===== src/h264fu_pkg.sv =====
`timescale 1ns / 1ps
// ---------------------------------------------------------------------------
// H.264 FU-A packetizer package
// Shared types and constants for the front, request queue and back end.
// ---------------------------------------------------------------------------
package h264fu_pkg;

	localparam logic [12:0] MAX_PAYLOAD_RST = 13'd1400;
	localparam logic [4:0]  FU_A_TYPE       = 5'd28;
	localparam int          QUEUE_DEPTH     = 4;
	localparam int          QPTR_W          = $clog2(QUEUE_DEPTH);
	localparam int          QCNT_W          = $clog2(QUEUE_DEPTH + 1);

	// one request from front to back: a plain byte or a fragment opening
	typedef struct packed {
		logic [7:0]  data;
		logic [7:0]  fu_ind;
		logic [7:0]  fu_hdr;
		logic        frag_open;
		logic        start;
		logic        pend;
		logic [15:0] seq;
	} fu_cmd_t;

	typedef struct packed {
		logic full;
		logic empty;
	} q_stat_t;

endpackage


===== src/h264fu_front.sv =====
`timescale 1ns / 1ps
// ---------------------------------------------------------------------------
// H.264 FU-A packetizer front end
// Tracks position in the NAL unit, decides single vs FU-A, builds requests.
// ---------------------------------------------------------------------------
module h264fu_front import h264fu_pkg::*; (
	input  logic        clk,
	input  logic        arst_n,
	input  logic        cfg_we,
	input  logic [12:0] cfg_wdata,
	input  logic        in_fire,
	input  logic [7:0]  nal_byte,
	input  logic [15:0] nal_size,
	output logic        push,
	output fu_cmd_t     cmd
);

	logic [12:0] max_payload_q;
	logic [15:0] seq_q;
	logic [15:0] idx_q;
	logic [12:0] fill_q;
	logic [7:0]  hdr_q;
	logic        frag_q;

	logic [15:0] size;
	logic [12:0] maxp;
	logic        first;
	logic        last;
	logic        frag_now;
	logic [7:0]  hdr_now;
	logic [15:0] remain;
	logic        pend;
	logic [13:0] fill_inc;

	always_comb begin
		size     = (nal_size == 16'd0) ? 16'd1 : nal_size;
		maxp     = (max_payload_q == 13'd0) ? 13'd1 : max_payload_q;
		first    = (idx_q == 16'd0);
		last     = ({1'b0, idx_q} + 17'd1) >= {1'b0, size};
		frag_now = first ? (size > {3'd0, maxp}) : frag_q;
		hdr_now  = first ? nal_byte : hdr_q;
		remain   = (idx_q < size) ? (size - idx_q) : 16'd1;
		fill_inc = {1'b0, fill_q} + 14'd1;
		pend     = frag_now ? (last || (fill_inc >= {1'b0, maxp})) : last;
	end

	always_comb begin
		cmd.data      = nal_byte;
		cmd.fu_ind    = {hdr_now[7:5], FU_A_TYPE};
		cmd.fu_hdr    = {(idx_q == 16'd1), (remain <= {3'd0, maxp}), 1'b0, hdr_now[4:0]};
		cmd.frag_open = frag_now && (fill_q == 13'd0);
		cmd.start     = frag_now ? 1'b0 : first;
		cmd.pend      = pend;
		cmd.seq       = seq_q;
		// header byte of a fragmented unit is held, not sent
		push          = in_fire && !(frag_now && first);
	end

	always_ff @(posedge clk or negedge arst_n) begin
		if (!arst_n) begin
			max_payload_q <= MAX_PAYLOAD_RST;
			seq_q         <= '0;
			idx_q         <= '0;
			fill_q        <= '0;
			hdr_q         <= '0;
			frag_q        <= 1'b0;
		end else begin
			if (cfg_we) begin
				max_payload_q <= cfg_wdata;
			end
			if (in_fire) begin
				hdr_q  <= hdr_now;
				frag_q <= frag_now;
				if (push && pend) begin
					seq_q <= seq_q + 16'd1;
				end
				if (frag_now && !first) begin
					fill_q <= pend ? 13'd0 : fill_inc[12:0];
				end
				if (last) begin
					idx_q  <= '0;
					frag_q <= 1'b0;
					fill_q <= '0;
				end else begin
					idx_q <= idx_q + 16'd1;
				end
			end
		end
	end

endmodule


===== src/h264fu_queue.sv =====
`timescale 1ns / 1ps
// ---------------------------------------------------------------------------
// H.264 FU-A packetizer request queue
// Small FIFO that decouples the front end from the output expansion.
// ---------------------------------------------------------------------------
module h264fu_queue import h264fu_pkg::*; (
	input  logic    clk,
	input  logic    arst_n,
	input  logic    push,
	input  fu_cmd_t push_cmd,
	input  logic    pop,
	output fu_cmd_t head,
	output q_stat_t stat
);

	fu_cmd_t            mem_q [QUEUE_DEPTH];
	logic [QPTR_W-1:0]  wr_q;
	logic [QPTR_W-1:0]  rd_q;
	logic [QCNT_W-1:0]  cnt_q;

	assign stat = '{full: (cnt_q == QCNT_W'(QUEUE_DEPTH)), empty: (cnt_q == '0)};
	assign head = mem_q[rd_q];

	always_ff @(posedge clk) begin
		if (push) begin
			mem_q[wr_q] <= push_cmd;
		end
	end

	always_ff @(posedge clk or negedge arst_n) begin
		if (!arst_n) begin
			wr_q  <= '0;
			rd_q  <= '0;
			cnt_q <= '0;
		end else begin
			if (push) begin
				wr_q <= wr_q + QPTR_W'(1);
			end
			if (pop) begin
				rd_q <= rd_q + QPTR_W'(1);
			end
			if (push && !pop) begin
				cnt_q <= cnt_q + QCNT_W'(1);
			end else if (pop && !push) begin
				cnt_q <= cnt_q - QCNT_W'(1);
			end
		end
	end

endmodule


===== src/h264fu_back.sv =====
`timescale 1ns / 1ps
// ---------------------------------------------------------------------------
// H.264 FU-A packetizer back end
// Expands each request into one or three payload bytes into the output reg.
// ---------------------------------------------------------------------------
module h264fu_back import h264fu_pkg::*; (
	input  logic        clk,
	input  logic        arst_n,
	input  fu_cmd_t     head,
	input  q_stat_t     stat,
	output logic        pop,
	input  logic        out_ready,
	output logic        out_valid,
	output logic [7:0]  payload_byte,
	output logic        packet_start,
	output logic        packet_end,
	output logic [15:0] seq_number,
	output logic        run_last
);

	logic [1:0]  phase_q;
	logic        valid_q;
	logic [7:0]  byte_q;
	logic        start_q;
	logic        end_q;
	logic [15:0] seq_q;
	logic        rlast_q;

	logic        load;
	logic        last_phase;
	logic [7:0]  sel_byte;
	logic        sel_start;
	logic        sel_end;

	always_comb begin
		load       = !stat.empty && (!valid_q || out_ready);
		last_phase = !head.frag_open || (phase_q == 2'd2);
		pop        = load && last_phase;
		sel_byte   = head.data;
		sel_start  = head.start;
		sel_end    = head.pend;
		if (head.frag_open) begin
			case (phase_q)
				2'd0: begin
					sel_byte  = head.fu_ind;
					sel_start = 1'b1;
					sel_end   = 1'b0;
				end
				2'd1: begin
					sel_byte  = head.fu_hdr;
					sel_start = 1'b0;
					sel_end   = 1'b0;
				end
				default: begin
					sel_byte  = head.data;
					sel_start = 1'b0;
					sel_end   = head.pend;
				end
			endcase
		end
	end

	always_ff @(posedge clk or negedge arst_n) begin
		if (!arst_n) begin
			phase_q <= '0;
			valid_q <= 1'b0;
		end else begin
			if (load) begin
				valid_q <= 1'b1;
				phase_q <= last_phase ? 2'd0 : phase_q + 2'd1;
			end else if (out_ready) begin
				valid_q <= 1'b0;
			end
		end
	end

	always_ff @(posedge clk) begin
		if (load) begin
			byte_q  <= sel_byte;
			start_q <= sel_start;
			end_q   <= sel_end;
			seq_q   <= head.seq;
			rlast_q <= last_phase;
		end
	end

	assign out_valid    = valid_q;
	assign payload_byte = byte_q;
	assign packet_start = start_q;
	assign packet_end   = end_q;
	assign seq_number   = seq_q;
	assign run_last     = rlast_q;

endmodule


===== src/h264_rtp_fu_a_packetizer.sv =====
`timescale 1ns / 1ps
// ---------------------------------------------------------------------------
// H.264 RTP packetizer, single-NAL and FU-A
// Accepts NAL bytes with unit size, emits RTP payload bytes with packet marks.
// ---------------------------------------------------------------------------
// Throughput: one input byte per cycle while the request queue is not full;
// one result per cycle on the output while m_tready is high. A byte that
// opens a fragment gives 3 results and occupies the back end for all 3 of
// them; a 4-entry request queue soaks up bursts, input stalls when it fills.
// Reset: asynchronous, clears sequence and unit state; max_payload resets to 1400.
module h264_rtp_fu_a_packetizer import h264fu_pkg::*; (
	input  logic        clk,
	input  logic        arst_n,
	input  logic        cfg_we,
	input  logic [12:0] cfg_wdata,     // max_payload
	input  logic        s_tvalid,
	output logic        s_tready,
	input  logic [23:0] s_tdata,       // [7:0] nal_byte, [23:8] nal_size
	output logic        m_tvalid,
	input  logic        m_tready,
	output logic [23:0] m_tdata,       // [7:0] payload_byte, [23:8] seq_number
	output logic [1:0]  m_tuser,       // [0] packet_start, [1] run_last
	output logic        m_tlast        // packet_end
);

	logic    in_fire;
	logic    q_push;
	logic    q_pop;
	fu_cmd_t q_in;
	fu_cmd_t q_head;
	q_stat_t q_stat;

	logic [7:0]  payload_byte;
	logic        packet_start;
	logic        packet_end;
	logic [15:0] seq_number;
	logic        run_last;

	assign s_tready = !q_stat.full;
	assign in_fire  = s_tvalid && s_tready;

	h264fu_front u_front (
		.clk       (clk),
		.arst_n    (arst_n),
		.cfg_we    (cfg_we),
		.cfg_wdata (cfg_wdata),
		.in_fire   (in_fire),
		.nal_byte  (s_tdata[7:0]),
		.nal_size  (s_tdata[23:8]),
		.push      (q_push),
		.cmd       (q_in)
	);

	h264fu_queue u_queue (
		.clk      (clk),
		.arst_n   (arst_n),
		.push     (q_push),
		.push_cmd (q_in),
		.pop      (q_pop),
		.head     (q_head),
		.stat     (q_stat)
	);

	h264fu_back u_back (
		.clk          (clk),
		.arst_n       (arst_n),
		.head         (q_head),
		.stat         (q_stat),
		.pop          (q_pop),
		.out_ready    (m_tready),
		.out_valid    (m_tvalid),
		.payload_byte (payload_byte),
		.packet_start (packet_start),
		.packet_end   (packet_end),
		.seq_number   (seq_number),
		.run_last     (run_last)
	);

	assign m_tdata = {seq_number, payload_byte};
	assign m_tuser = {run_last, packet_start};
	assign m_tlast = packet_end;

`ifndef SYNTH
	// a packet always ends on the data byte, the final result of its input byte
	a_end_is_run_last: assert property (@(posedge clk) disable iff (!arst_n)
		m_tvalid && m_tlast |-> m_tuser[1])
		else $error("packet_end without run_last");

	a_pop_not_empty: assert property (@(posedge clk) disable iff (!arst_n)
		q_pop |-> !q_stat.empty)
		else $error("queue popped while empty");

	a_full_empty_excl: assert property (@(posedge clk) disable iff (!arst_n)
		!(q_stat.full && q_stat.empty))
		else $error("queue full and empty at once");
`endif

endmodule


===== config.mk =====
export PLATFORM = sky130hd
export DESIGN_NAME = h264_rtp_fu_a_packetizer
export DESIGN_NICKNAME = d
export VERILOG_FILES = /design/src/h264fu_pkg.sv /design/src/h264fu_front.sv /design/src/h264fu_queue.sv /design/src/h264fu_back.sv /design/src/h264_rtp_fu_a_packetizer.sv
export SDC_FILE = /design/constraint.sdc
export NUM_CORES = 1
export LEC_CHECK = 0
export BUFFER_PORTS_ARGS = -buffer_cell sky130_fd_sc_hd__buf_4
export CORE_ASPECT_RATIO = 1.25
export CORE_MARGIN = 5
export CORE_UTILIZATION = 61
export DETAILED_ROUTE_END_ITERATION = 10
export PLACE_DENSITY_LB_ADDON = 0.12
export SYNTH_ARGS = -nofsm -noshare
export SYNTH_HDL_FRONTEND = slang
export SYNTH_SLANG_ARGS = --single-unit

===== constraint.sdc =====
create_clock -name clk -period 4.6 [get_ports clk]
set_input_delay 0.23 -clock clk [delete_from_list [all_inputs] [get_ports clk]]
set_output_delay 0.23 -clock clk [all_outputs]
set_load 0.03 [all_outputs]

Yosys cells after proc, flatten, opt, wreduce, memory -nomap -nowiden
Memories as Yosys holds them, arrays and structs flattened.
Index checks and enable logic that the tools add are counted.
{ "op_classes": {"add_sub_neg": 10, "magnitude_cmp": 5, "n_eq_ne": 4, "n_mux": 25, "reduce_logical": 33} }
{ "ops": {"columns": ["cell", "n"], "rows": [
  ["two-way mux 13 bit", 4],
  ["two-way mux 16 bit", 3],
  ["adder 16 x 1 -> 16 bit (second input constant)", 2],
  ["zero test 16 bit", 2],
  ["zero test 13 bit", 2],
  ["adder 16 x 1 -> 17 bit (second input constant)", 1],
  ["greater-or-equal comparator 17 x 16 -> 1 bit", 1],
  ["== test 16 x 1 -> 1 bit (second input constant)", 1],
  ["> comparator 16 x 13 -> 1 bit", 1],
  ["less-or-equal comparator 16 x 13 -> 1 bit", 1],
  ["< comparator 16 bit", 1],
  ["two-way mux 8 bit", 2],
  ["case mux 8 bit (2 select lines)", 1],
  ["subtractor 16 bit", 1],
  ["adder 13 x 1 -> 14 bit (second input constant)", 1],
  ["greater-or-equal comparator 14 x 13 -> 1 bit", 1],
  ["two-way mux 1 bit", 12],
  ["logical AND 1 bit", 10],
  ["zero test 1 bit", 8],
  ["adder 2 x 1 -> 2 bit (second input constant)", 3],
  ["two-way mux 3 bit", 2],
  ["nonzero test 2 bit", 3],
  ["AND reduction 2 bit", 2],
  ["adder 3 x 1 -> 3 bit (second input constant)", 1],
  ["other kinds (9)", 11]
]} }
{ "totals": {"regBits": 104, "ram_bits": 148, "in_bits": 42, "word_cells": 94, "mem_count": 1} }
{ "memory_table": {"columns": ["memory", "depth", "width", "read_ports", "rd_ports_with_merged_regs", "write_ports", "line", "source"], "rows": [
  ["u_queue.mem_q", 4, 37, 1, 0, 1, "h264fu_queue.sv:16", "fu_cmd_t mem_q [QUEUE_DEPTH];"]
]} }

Longest topological paths before layout
Gate-level depths: netlist of run 1.
{ "logic_depth": {"ltp_word": 11, "ltp_mapped": 21, "depth_no_buf": 21} }

By module
From an unflattened synthesis of run 1, not the netlist that was laid out.
{ "unflattened": {"hier_cells": 1051, "area_unflattened_um2": 13968.4} }
{ "by_module_without_submodules": {"columns": ["mod", "n_inst", "cells_per_inst", "area_each_um2", "seq_area_each_um2"], "rows": [
  ["h264fu_queue", 1, 259, 6658.9, 5340.1],
  ["h264fu_front", 1, 712, 6077.1, 1684.1],
  ["h264fu_back", 1, 76, 1207.4, 885.8],
  ["h264_rtp_fu_a_packetizer", 1, 4, 25.0, 0.0]
]} }

Worst setup path after synthesis of run 1
No wires, ideal clock.
{ "synth_path": {"path_type": "input-to-reg", "start": "in s_tdata[21]", "end": "mem u_queue.mem_q[0][24] (netlist name) (data pin)", "setup_time_ps": 144, "arrival_time_ps": 3651, "required_time_ps": 4456, "slack_ps": 805, "stages": 20, "n_path_buf": 1, "cell_sequence": "nor3_1 -> a41o_1 -> inv_1 -> ha_1 -> fa_1 -> o21ai_0 -> a221oi_1 -> o21ai_0 -> a21oi_1 -> clkbuf_1 -> nor2_1 -> ha_1 -> nor2b_1 -> o21a_1 -> o21ai_0 -> nand2b_1 -> a21oi_1 -> o211ai_1 -> nand3_1 -> o211a_1"} }
{ "synth_lines": {"columns": ["item", "line", "source"], "rows": [
  ["start, declared", "h264_rtp_fu_a_packetizer.sv:18", "input logic [23:0] s_tdata,"],
  ["end, declared", "h264fu_queue.sv:16", null]
]} }

==> out/metrics.yaml, run 1 <==
run_status:
  outcome: "complete, no violations"
final_layout:
  final_common_cell: "edfxtp_1"
  nFillCells: 1460
  design_area_um2: 14600
  drive_above_1_share_pct: 18.3
  syn2layout_area_growth_pct: 14.4
  antennaDiodeCount: 0
  final_nets: 1221
  final_cells: 1383
  final_cell_mix: "edfxtp_1, buf_4, nand2_1, ha_1, dfrtp_1"
routing:
  wirelength_um: 27500
  vias: 8194
  first_pass_iters: 5
  ant_nets: 0
  routedWlPerCell_um: 19.9
  routed_via_density: 5.92
  drt_iter0_drc: 469
  post-route-drc-count: 0
synth:
  synth.distinct_cells: 66
  netlist_instances: 1004
  synth_seq_cells: 252
  async_reset_ff_share_pct: 30.6
  synth_nets: 1134
  ys.flop_type: "edfxtp_1"
  synth_enable_flop_cells: 175
  yosysSeqAreaShare_pct: 56.5
  synth_area_um2: 12700
  yosysWarnings: 0
  syn_area_per_cell_um2: 12.7
setup_path:
  worstSetupEndpointType: "register"
  cp-start-kind: "register"
  critPathBufInv: 2
  reg2reg_to: "u_queue.mem_q[0][24]$_DFFE_PP_"
  setup.worst_path.end: "u_queue.mem_q[0][24]$_DFFE_PP_"
  worst-r2r-cell-count: 18
  worstPathRequired_ns: 4.95
  cp_max_fo: 8
  worst-setup-path-type: "reg -> reg"
  r2r_slack_ns: 0.53
  critPathLaunch: "u_front.idx_q[5]$_DFFE_PN0P_"
  reg2reg_from: "u_front.idx_q[5]$_DFFE_PN0P_"
  cp_cell_sequence: "inv_2 > ha_1 > and4_1 > and2_1 > a221oi_1 > o21ai_0 > a21oi_2 > buf_4 > nor2_1 > ha_1 > a21oi_1 > nor2b_1 > o21ai_0 > nand2b_1 > a21oi_1 > o211ai_1 > nand3_1 > o211a_1"
  critPathMaxStageDelay_ns: 0.49
  crit_cells: 18
  cp_top_family: "compound AO/OA/AOI/OAI gates"
  worstPathArrival_ns: 4.42
  slowest_stage: "dfrtp_1"
placement:
  io_buffers: 70
  placed_area_um2: 13500
  place_congestion: 0.933
  place_inst: 1316
  hpwl_um: 19300
clock_network:
  clk-insertion-delay-late_ns: 0.50
  htree_levels: 1
  cts_buffers: 24
  clk_pin_slew_worst_paths_ns: 0.06
  cts_buffer_depth: 3
  tritoncts: "yes"
  postCtsSetupBuffers: 0
  clock-root-buffer: "clkbuf_16"
  cts_sinks: 252
die:
  die_area_um2: 23900
  die_h_um: 171
  rows: 59
  start_util_pct: 61.5
  die_w_um: 139
  ios: 71
  coreArea_um2: 20700
global_routing:
  grt_pass1_wl_um: 44500
  grt_overflow: 0
  grt_antenna_before_repair: 0
  grt_pass1_vias: 8313
  grt_use_total_pct: 23.5
  grt_max_degree: 45
sta:
  fin_crit_ns: 4.07
  timing.setup.tns_ns: 0
  worst_slew_pin_slew_ns: 0.758
  setup_viol: 0
  max_clock_freq_mhz: 246
  slew_headroom_pct: 49.5
  rsz0062_at_grt: "false"
  min_period_over_period_pct: 88.4
  skew_ns: 0.00952
  slew_viol_final: 0
  hold_viol_final: 0
pwr:
  p_per_area_nw_per_um2: 667
  peakVddDrop_v: 0.000378
  cellLeakagePower_nw: 5.90
job:
  maxCapViolCount: 0
worst_hold_path:
  hold_path_class: "in -> reg"
[power breakdown]
group / switching [mW] / internal (mW) / total (mW)
registers: 0.302 / 3.40 / 3.70
clock network: 0.820 / 1.11 / 1.93
logic: 2.45 / 1.64 / 4.08
[routing by layer]
metal | GRT usage, % | wire [um] | share of wire, %
met1 | 29.0 | 11000 | 40
met5 | 0 | 0 | 0
met4 | 7.79 | 844 | 3.1
met3 | 3.11 | 1250 | 4.5
met2 | 43.3 | 14400 | 52
[what timing repair did]
item	in CTS	in global routing
setup endpoints to repair	0	4
gates resized for setup	0	1
endpoints found under the hold margin	83	0
hold buffers	23	0
[cell type report]
cell class                 instances  area [um2]  area share [%]
clock buffer                      32         682            4.69
clock inverter                    12         105           0.722
inverter                          61         229            1.57
multi-input combinational        636        5060            34.8
sequential                       252        7190            49.4
tap                              274         343            2.36
timing repair buffer             116         941            6.47
[kinds of logic (layout without fill, tap and decap cells)]
| kind of cell | count (synthesis) | after routing | share of synthesized area, % |
|---|---|---|---|
| adder cells (fa/ha/maj) | 88 | 88 | 8.78 |
| buffers and inverters | 116 | 221 | 3.81 |
| XOR/XNOR | 59 | 59 | 4.06 |
| AND/OR/NAND/NOR | 279 | 279 | 11.1 |
| flip-flops | 252 | 252 | 56.5 |
| multiplexers | 42 | 42 | 7.00 |
| AO/OA/AOI/OAI | 168 | 168 | 8.69 |
[per-stage QoR]
step	hold slack, ns	power (mW)	setup slack [ns]	util [%]
final	0.0455	9.71	0.534	70.4
after floorplan	-0.0656	6.58	0.805	-
after global placement	0.272	7.70	0.466	65.5
after global routing	0.0502	10.3	0.156	70.4
after CTS	0.0210	9.78	0.418	70.4
after detailed placement	0.270	7.81	0.249	65.5
[flip-flops by register name, summed over array words and instances (netlist names)]
register,cells
u_queue.mem_q,148
u_back.seq_number,16
u_front.seq_q,16
u_back.packet_start,1
u_front.frag_q,1
u_queue.wr_q,2
u_back.run_last,1
u_back.payload_byte,8
u_front.idx_q,16
u_queue.rd_q,2
u_queue.cnt_q,3
u_back.packet_end,1
u_back.out_valid,1
u_front.fill_q,13
u_front.max_payload_q,13
u_front.hdr_q,8
u_back.phase_q,2
[cells in the mapped netlist, drive strengths merged (26+ instances only)]
cell type	number	area share, %
xnor2	44	3.0
a21oi	33	1.3
edfxtp	175	41
inv	61	1.8
o21ai	47	1.8
nand3	26	1.1
dfrtp	71	14
mux4	37	6.6
nor2	51	1.5
clkbuf	35	1.0
ha	86	8.5
nand2	88	2.6
nand4	26	1.3
[worst min-delay path by stage]
stage               startpoint                                    to  slack (ns)  depth (start not counted)
floorplan               arst_n          u_back.out_valid$_DFFE_PN0P_       -0.07                          0
global placement        arst_n         u_front.seq_q[15]$_DFFE_PN0P_        0.27                          1
detailed placement      arst_n         u_front.seq_q[15]$_DFFE_PN0P_        0.27                          1
CTS                     cfg_we  u_front.max_payload_q[8]$_DFFE_PN1P_        0.02                          2
global route            cfg_we  u_front.max_payload_q[3]$_DFFE_PN1P_        0.05                          2
finish                  cfg_we  u_front.max_payload_q[8]$_DFFE_PN1P_        0.05                          2
No activity file was read; power rests on OpenSTA's default activity.
==> run 2, diff against run 1 <==
--- a/config.mk
+++ b/config.mk
@@ -11,6 +11,7 @@
 export CORE_UTILIZATION = 61
 export DETAILED_ROUTE_END_ITERATION = 10
 export PLACE_DENSITY_LB_ADDON = 0.12
+export REMOVE_ABC_BUFFERS = 1
 export SYNTH_ARGS = -nofsm -noshare
 export SYNTH_HDL_FRONTEND = slang
 export SYNTH_SLANG_ARGS = --single-unit
==> out/metrics.yaml, run 2 (synthesized netlist as in run 1, its figures left out) <==
final_layout:
  final_cells: 1380  # -0.22%
  final_nets: 1218  # -0.25%
  drive_above_1_share_pct: 18.1  # -0.22 points
  syn2layout_area_growth_pct: 15.3
  largest_reg_flops: 148  # unchanged
  largest_register: "u_queue.mem_q"
  antennaDiodeCount: 0  # unchanged
  nFillCells: 1440  # -1.4%
  final_cell_mix: "edfxtp_1, nand2_1, ha_1, buf_4, dfrtp_1"
  final_common_cell: "edfxtp_1"
  design_area_um2: 14700  # +0.73%
  finalCoreUtilization_pct: 70.9  # +0.51 points
placement:
  placed_area_um2: 13500  # +0.11%
  place_ws_ns: 0.484  # +0.236 ns
  hpwl_um: 19000  # -1.5%
  io_buffers: 70  # unchanged
  place_inst: 1313  # -0.23%
  place_congestion: 0.889  # -4.8%
setup_path:
  r2r_slack_ns: 0.40  # -0.14 ns
  cp-start-kind: "register"
  reg2reg_to: "u_queue.mem_q[1][24]$_DFFE_PP_"
  worst-r2r-cell-count: 17  # -1
  worstSetupEndpointType: "register"
  worstPathRequired_ns: 4.95  # about the same
  reg2reg_from: "u_front.idx_q[7]$_DFFE_PN0P_"
  worst-setup-path-type: "reg -> reg"
  cp_max_fo: 9  # +1
  worstPathArrival_ns: 4.55  # +0.13 ns
sta:
  setup_ws_ns: 0.398  # -0.136 ns
  slew_viol_final: 0  # unchanged
  setup_viol: 0  # unchanged
  max_clock_freq_mhz: 238  # -3.2%
  fin_crit_ns: 4.20  # +0.136 ns
  hold_viol_final: 0  # unchanged
  rsz0062_at_grt: "false"
  skew_ns: 0.0105  # +0.00101 ns
  holdWs_ns: 0.0539  # +0.00842 ns
  min_period_over_period_pct: 91.4  # +3.0 points
  worst_slew_pin_slew_ns: 0.943  # +0.186 ns
  slew_headroom_pct: 36.4  # -13 points
  timing.setup.tns_ns: 0  # unchanged
global_routing:
  grt_max_degree: 45  # unchanged
  grt_pass1_wl_um: 44400  # -0.20%
  grt_pass1_vias: 8417  # +1.3%
  grt_use_total_pct: 23.4  # -0.14 points
  grt_antenna_before_repair: 0  # unchanged
  grt_overflow: 0  # unchanged
job:
  maxCapViolCount: 0  # unchanged
clock_network:
  tritoncts: "yes"
  clk-insertion-delay-late_ns: 0.50  # about the same
  htree_levels: 1  # unchanged
  postCtsHoldBufs: 22  # -4.3%
  cts_buffers: 25  # +4.2%
  cts_buffer_depth: 3  # unchanged
  postCtsSetupBuffers: 0  # unchanged
  cts_sinks: 252  # unchanged
  cts.repair.resized: 0  # unchanged
  clk_pin_slew_worst_paths_ns: 0.06  # about the same
  clock-root-buffer: "clkbuf_16"
routing:
  drt_iter0_drc: 477  # +1.7%
  vias: 8104  # -1.1%
  routedWlPerCell_um: 19.9  # +0.12%
  ant_nets: 0  # unchanged
  wirelength_um: 27400  # -0.10%
  routed_via_density: 5.87  # -0.88%
  first_pass_iters: 5  # unchanged
  post-route-drc-count: 0  # unchanged
die:
  coreArea_um2: 20700  # unchanged
  die_area_um2: 23900  # unchanged
  die_h_um: 171  # unchanged
  die_w_um: 139  # unchanged
  ios: 71  # unchanged
  start_util_pct: 61.5  # unchanged
  rows: 59  # unchanged
pwr:
  peakVddDrop_v: 0.000349  # -7.7%
  p_total_mw: 9.92  # +2.1%
  p_per_area_nw_per_um2: 677  # +1.4%
  cellLeakagePower_nw: 5.94  # +0.64%
worst_hold_path:
  holdPathStages: 2  # unchanged
  min_from: "cfg_we"
  holdPathEnd: "u_front.max_payload_q[5]$_DFFE_PN1P_"
  hold_path_class: "in -> reg"
run_status:
  outcome: "complete, no violations"
==> run 2: worst max-delay path by stage <==
stage | endpoint | startpoint | depth (start not counted)
6_report | u_queue.mem_q[1][24]$_DFFE_PP_ | u_front.idx_q[7]$_DFFE_PN0P_ | 17
5_1_grt | u_queue.mem_q[1][24]$_DFFE_PP_ | u_front.idx_q[7]$_DFFE_PN0P_ | 17
4_1_cts | u_queue.mem_q[1][24]$_DFFE_PP_ | u_front.idx_q[7]$_DFFE_PN0P_ | 14
3_5_place_dp | u_queue.mem_q[0][24]$_DFFE_PP_ | s_tdata[21] | 22
3_3_place_gp | u_queue.mem_q[0][24]$_DFFE_PP_ | s_tdata[11] | 21
2_1_floorplan | u_queue.mem_q[0][0]$_DFFE_PP_ | u_front.max_payload_q[6]$_DFFE_PN1P_ | 11
==> run 2: layout make-up <==
type | count | area, um2 | share of cell area [%]
Multi-Input combinational cell | 636 | 5060 | 34.5
Tap cell | 274 | 343 | 2.34
Timing Repair Buffer | 112 | 946 | 6.45
Sequential cell | 252 | 7190 | 49.1
Clock buffer | 30 | 684 | 4.67
Clock inverter | 15 | 208 | 1.42
Inverter | 61 | 229 | 1.56
==> run 2: routing by layer <==
layer / routed length (um) / GRT usage (%)
met5: 0 / 0
met4: 832 / 7.28
met3: 1160 / 2.89
met2: 14400 / 42.5
met1: 11000 / 29.6
==> run 2: worst max-delay path, stage by stage, from the launching register on <==
cell and delay (ns):
dfrtp_1 0.44, inv_1 0.17, ha_1 0.41, a21oi_1 0.23, o21ai_0 0.16, a221oi_1 0.45, o21ai_0 0.19, a21oi_1 0.47
buf_4 0.26, nor2_1 0.06, ha_1 0.29, o21a_1 0.11, o21ai_0 0.15, nand2b_1 0.07, a21oi_1 0.19, o211ai_1 0.10
nand3_1 0.09, o211a_1 0.19
==> run 2: power by group <==
group	internal (mW)	switching, mW
combinational	1.64	2.40
clock	1.34	0.816
sequential	3.40	0.316
==> run 3, diff against run 2 <==
--- a/config.mk
+++ b/config.mk
@@ -8,8 +8,9 @@
 export BUFFER_PORTS_ARGS = -buffer_cell sky130_fd_sc_hd__buf_4
 export CORE_ASPECT_RATIO = 1.25
 export CORE_MARGIN = 5
-export CORE_UTILIZATION = 61
+export CORE_UTILIZATION = 56
 export DETAILED_ROUTE_END_ITERATION = 10
+export GPL_TIMING_DRIVEN = 0
 export PLACE_DENSITY_LB_ADDON = 0.12
 export REMOVE_ABC_BUFFERS = 1
 export SYNTH_ARGS = -nofsm -noshare
==> constraint.sdc (replaced) <==
create_clock -name clk -period 3.7 [get_ports clk]
set_input_delay 0.185 -clock clk [delete_from_list [all_inputs] [get_ports clk]]
set_output_delay 0.185 -clock clk [all_outputs]
set_load 0.03 [all_outputs]
==> out/metrics.yaml, run 3 (synthesized netlist as in run 1, its figures left out) <==
final_layout:
  nFillCells: 1630  # +13%
  antennaDiodeCount: 0  # unchanged
  largest_register: "u_queue.mem_q"
  final_cell_mix: "edfxtp_1, buf_4, nand2_1, ha_1, dfrtp_1"
  final_cells: 1424  # +3.2%
  drive_above_1_share_pct: 24.4  # +6.3 points
  syn2layout_area_growth_pct: 19.5
  final_common_cell: "edfxtp_1"
  largest_reg_flops: 148  # unchanged
  final_nets: 1252  # +2.8%
sta:
  slew_viol_final: 0  # unchanged
  worst_slew_pin_slew_ns: 1.10  # +0.161 ns
  hold_viol_final: 0  # unchanged
  slew_headroom_pct: 25.6  # -11 points
  skew_ns: 0.0154  # +0.00490 ns
  setup_viol: 0  # unchanged
  max_clock_freq_mhz: 278  # +17%
  timing.setup.tns_ns: 0  # unchanged
  fin_crit_ns: 3.60  # -0.600 ns
  min_period_over_period_pct: 97.4  # +6.0 points
clock_network:
  cts_buffers: 25  # unchanged
  clk-insertion-delay-late_ns: 0.51  # about the same
  clock-root-buffer: "clkbuf_16"
  htree_levels: 1  # unchanged
  tritoncts: "yes"
  cts_buffer_depth: 3  # unchanged
  clk_pin_slew_worst_paths_ns: 0.06  # about the same
  cts_sinks: 252  # unchanged
routing:
  vias: 8371  # +3.3%
  routedWlPerCell_um: 19.6  # -1.4%
  post-route-drc-count: 0  # unchanged
  routed_via_density: 5.88  # +0.10%
  first_pass_iters: 5  # unchanged
  drt_iter0_drc: 614  # +29%
  ant_nets: 0  # unchanged
  wirelength_um: 27900  # +1.8%
pwr:
  pwr-share-comb_pct: 44.0  # +3.2 points
  p_per_area_nw_per_um2: 832  # +23%
  seq_power_share_pct: 37.1  # -0.3 points
  cellLeakagePower_nw: 6.08  # +2.3%
  power_switching_share_pct: 37.0  # +1.3 points
  switching_power_mw: 4.68  # +32%
  internal_power_mw: 7.97  # +25%
  clockPowerShare_pct: 18.9  # -2.9 points
  peakVddDrop_v: 0.000516  # +48%
placement:
  io_buffers: 70  # unchanged
  hpwl_um: 17800  # -6.3%
  place_inst: 1308  # -0.38%
  place_congestion: 0.896  # +0.89%
setup_path:
  cp_max_fo: 5  # -4
  critPathMaxStageDelay_ns: 0.43  # -0.04 ns
  worst-setup-path-type: "reg -> reg"
  r2r_slack_ns: 0.1  # -0.30 ns
  worstPathArrival_ns: 3.96  # -0.59 ns
  cpMostUsedCell: "a21oi_1"
  reg2reg_from: "u_front.idx_q[5]$_DFFE_PN0P_"
  cp-start-kind: "register"
  worstSetupEndpointType: "register"
  slowest_stage: "dfrtp_2"
  cp_top_family: "compound AO/OA/AOI/OAI gates"
  cp_cell_sequence: "inv_4 > ha_4 > a21oi_1 > o21ai_1 > a221oi_4 > o21ai_4 > a21oi_2 > nor2_1 > ha_1 > a21oi_1 > nor2b_1 > o21ai_0 > nand2b_1 > a21oi_1 > o21ai_0 > nand3_4 > o211a_4"
  worstPathRequired_ns: 4.06  # -0.89 ns
  critPathBufInv: 1  # -1
  worst-r2r-cell-count: 17  # unchanged
  reg2reg_to: "u_queue.mem_q[0][24]$_DFFE_PP_"
job:
  maxCapViolCount: 0  # unchanged
worst_hold_path:
  holdPathEnd: "u_front.max_payload_q[1]$_DFFE_PN0P_"
  min_from: "cfg_we"
  holdPathStages: 2  # unchanged
  hold_path_class: "in -> reg"
global_routing:
  grt_pass1_wl_um: 43900  # -1.2%
  grt_antenna_before_repair: 0  # unchanged
  grt_max_degree: 78  # +73%
  grt_overflow: 0  # unchanged
  grt_use_total_pct: 21.6  # -1.8 points
  grt_pass1_vias: 8522  # +1.2%
run_status:
  outcome: "complete, no violations"
die:
  die_area_um2: 25800  # +8.3%
  ios: 71  # unchanged
  rows: 61  # +3.4%
  die_w_um: 145  # +4.1%
  coreArea_um2: 22300  # +7.8%
  start_util_pct: 57.1  # -4.5 points
  die_h_um: 178  # +4.1%
run 3: changes by cell type in the layout (fill, tap and decap cells not counted), moves of 5 or more:
cell           before  now
dfrtp_2             1   11
buf_4              86  103
dlygate4sd3_1      22   33
ha_4                0    5
ha_1               86   79
dfrtp_1            70   60
inv_2               2    9
clkbuf_1            1    8
inv_1              59   51
nor2_1             50   45
a21oi_2             0    6
a21oi_1            33   27
run 3: layout make-up:
| class | instances | area, um2 | area share [%] |
|---|---|---|---|
| well taps | 283 | 354 | 2.33 |
| clock inverters | 12 | 108 | 0.708 |
| inverters | 61 | 231 | 1.52 |
| repair buffers | 142 | 1240 | 8.15 |
| clock buffers | 34 | 669 | 4.41 |
| flip-flops and latches | 252 | 7200 | 47.4 |
| multi-input cells | 640 | 5390 | 35.5 |
run 3: metal layers:
| metal | GRT usage, % | vias to the layer above | share of wire (%) |
|---|---|---|---|
| met2 | 37.8 | 247 | 51 |
| met1 | 27.2 | 4085 | 40 |
| met4 | 8.67 | 0 | 4.0 |
| met3 | 2.49 | 74 | 5.0 |
| li1 | - | 3965 | - |
| met5 | 0 | - | 0 |
run 3: power by group through the flow:
stage               sequential, mW  combinational (mW)  clock [mW]
global route                  4.79                6.06        2.55
global placement              4.87                4.57           0
detailed placement            4.77                4.89           0
finish                        4.70                5.57        2.38
CTS                           4.70                5.33        2.44
floorplan                     5.03                3.01           0
run 3: timing repair:
| action | in CTS | in global routing |
|---|---|---|
| gates cloned | 3 | 1 |
| endpoints found under the setup margin | 192 | 140 |
| buffers inserted | 17 | 16 |
| pin swaps | 7 | 11 |
| resized for setup | 36 | 43 |
| endpoints found under the hold margin | 123 | 0 |
| hold buffers | 33 | 0 |
run 3: per-stage QoR:
step	hold WS (ns)	worst slack, ns	power, mW	area (um2)	util (%)
after floorplan	-0.111	-0.352	8.04	12500	-
after global placement	0.393	-2.02	9.44	13300	59.9
after global routing	0.0593	-0.0530	13.4	15200	68.2
after CTS	0.0109	0.00978	12.5	14900	66.9
after detailed placement	0.396	-1.57	9.66	13500	60.6
final	0.0294	0.0971	12.6	15200	68.2
run 3: worst reg2reg max path: stages (launching register included):
cell	delay [ns]
dfrtp_2	0.43
inv_4	0.10
ha_4	0.22
a21oi_1	0.20
o21ai_1	0.15
a221oi_4	0.38
o21ai_4	0.13
a21oi_2	0.27
nor2_1	0.13
ha_1	0.30
a21oi_1	0.15
nor2b_1	0.06
o21ai_0	0.14
nand2b_1	0.07
a21oi_1	0.19
o21ai_0	0.17
nand3_4	0.15
o211a_4	0.21
run 3: how the worst max path moves through the flow:
stage | start | to | slack (ns) | cells past startpoint
final | u_front.idx_q[5]$_DFFE_PN0P_ | u_queue.mem_q[0][24]$_DFFE_PP_ | 0.1 | 17
after CTS | u_front.idx_q[7]$_DFFE_PN0P_ | u_queue.mem_q[1][24]$_DFFE_PP_ | 0.01 | 15
after global routing | u_front.idx_q[5]$_DFFE_PN0P_ | u_queue.mem_q[3][24]$_DFFE_PP_ | -0.05 | 15
after global placement | s_tdata[21] | u_queue.mem_q[0][33]$_DFFE_PP_ | -2.02 | 11
after floorplan | u_front.max_payload_q[6]$_DFFE_PN1P_ | u_queue.mem_q[0][0]$_DFFE_PP_ | -0.35 | 11
after detailed placement | s_tdata[21] | u_queue.mem_q[0][24]$_DFFE_PP_ | -1.57 | 17
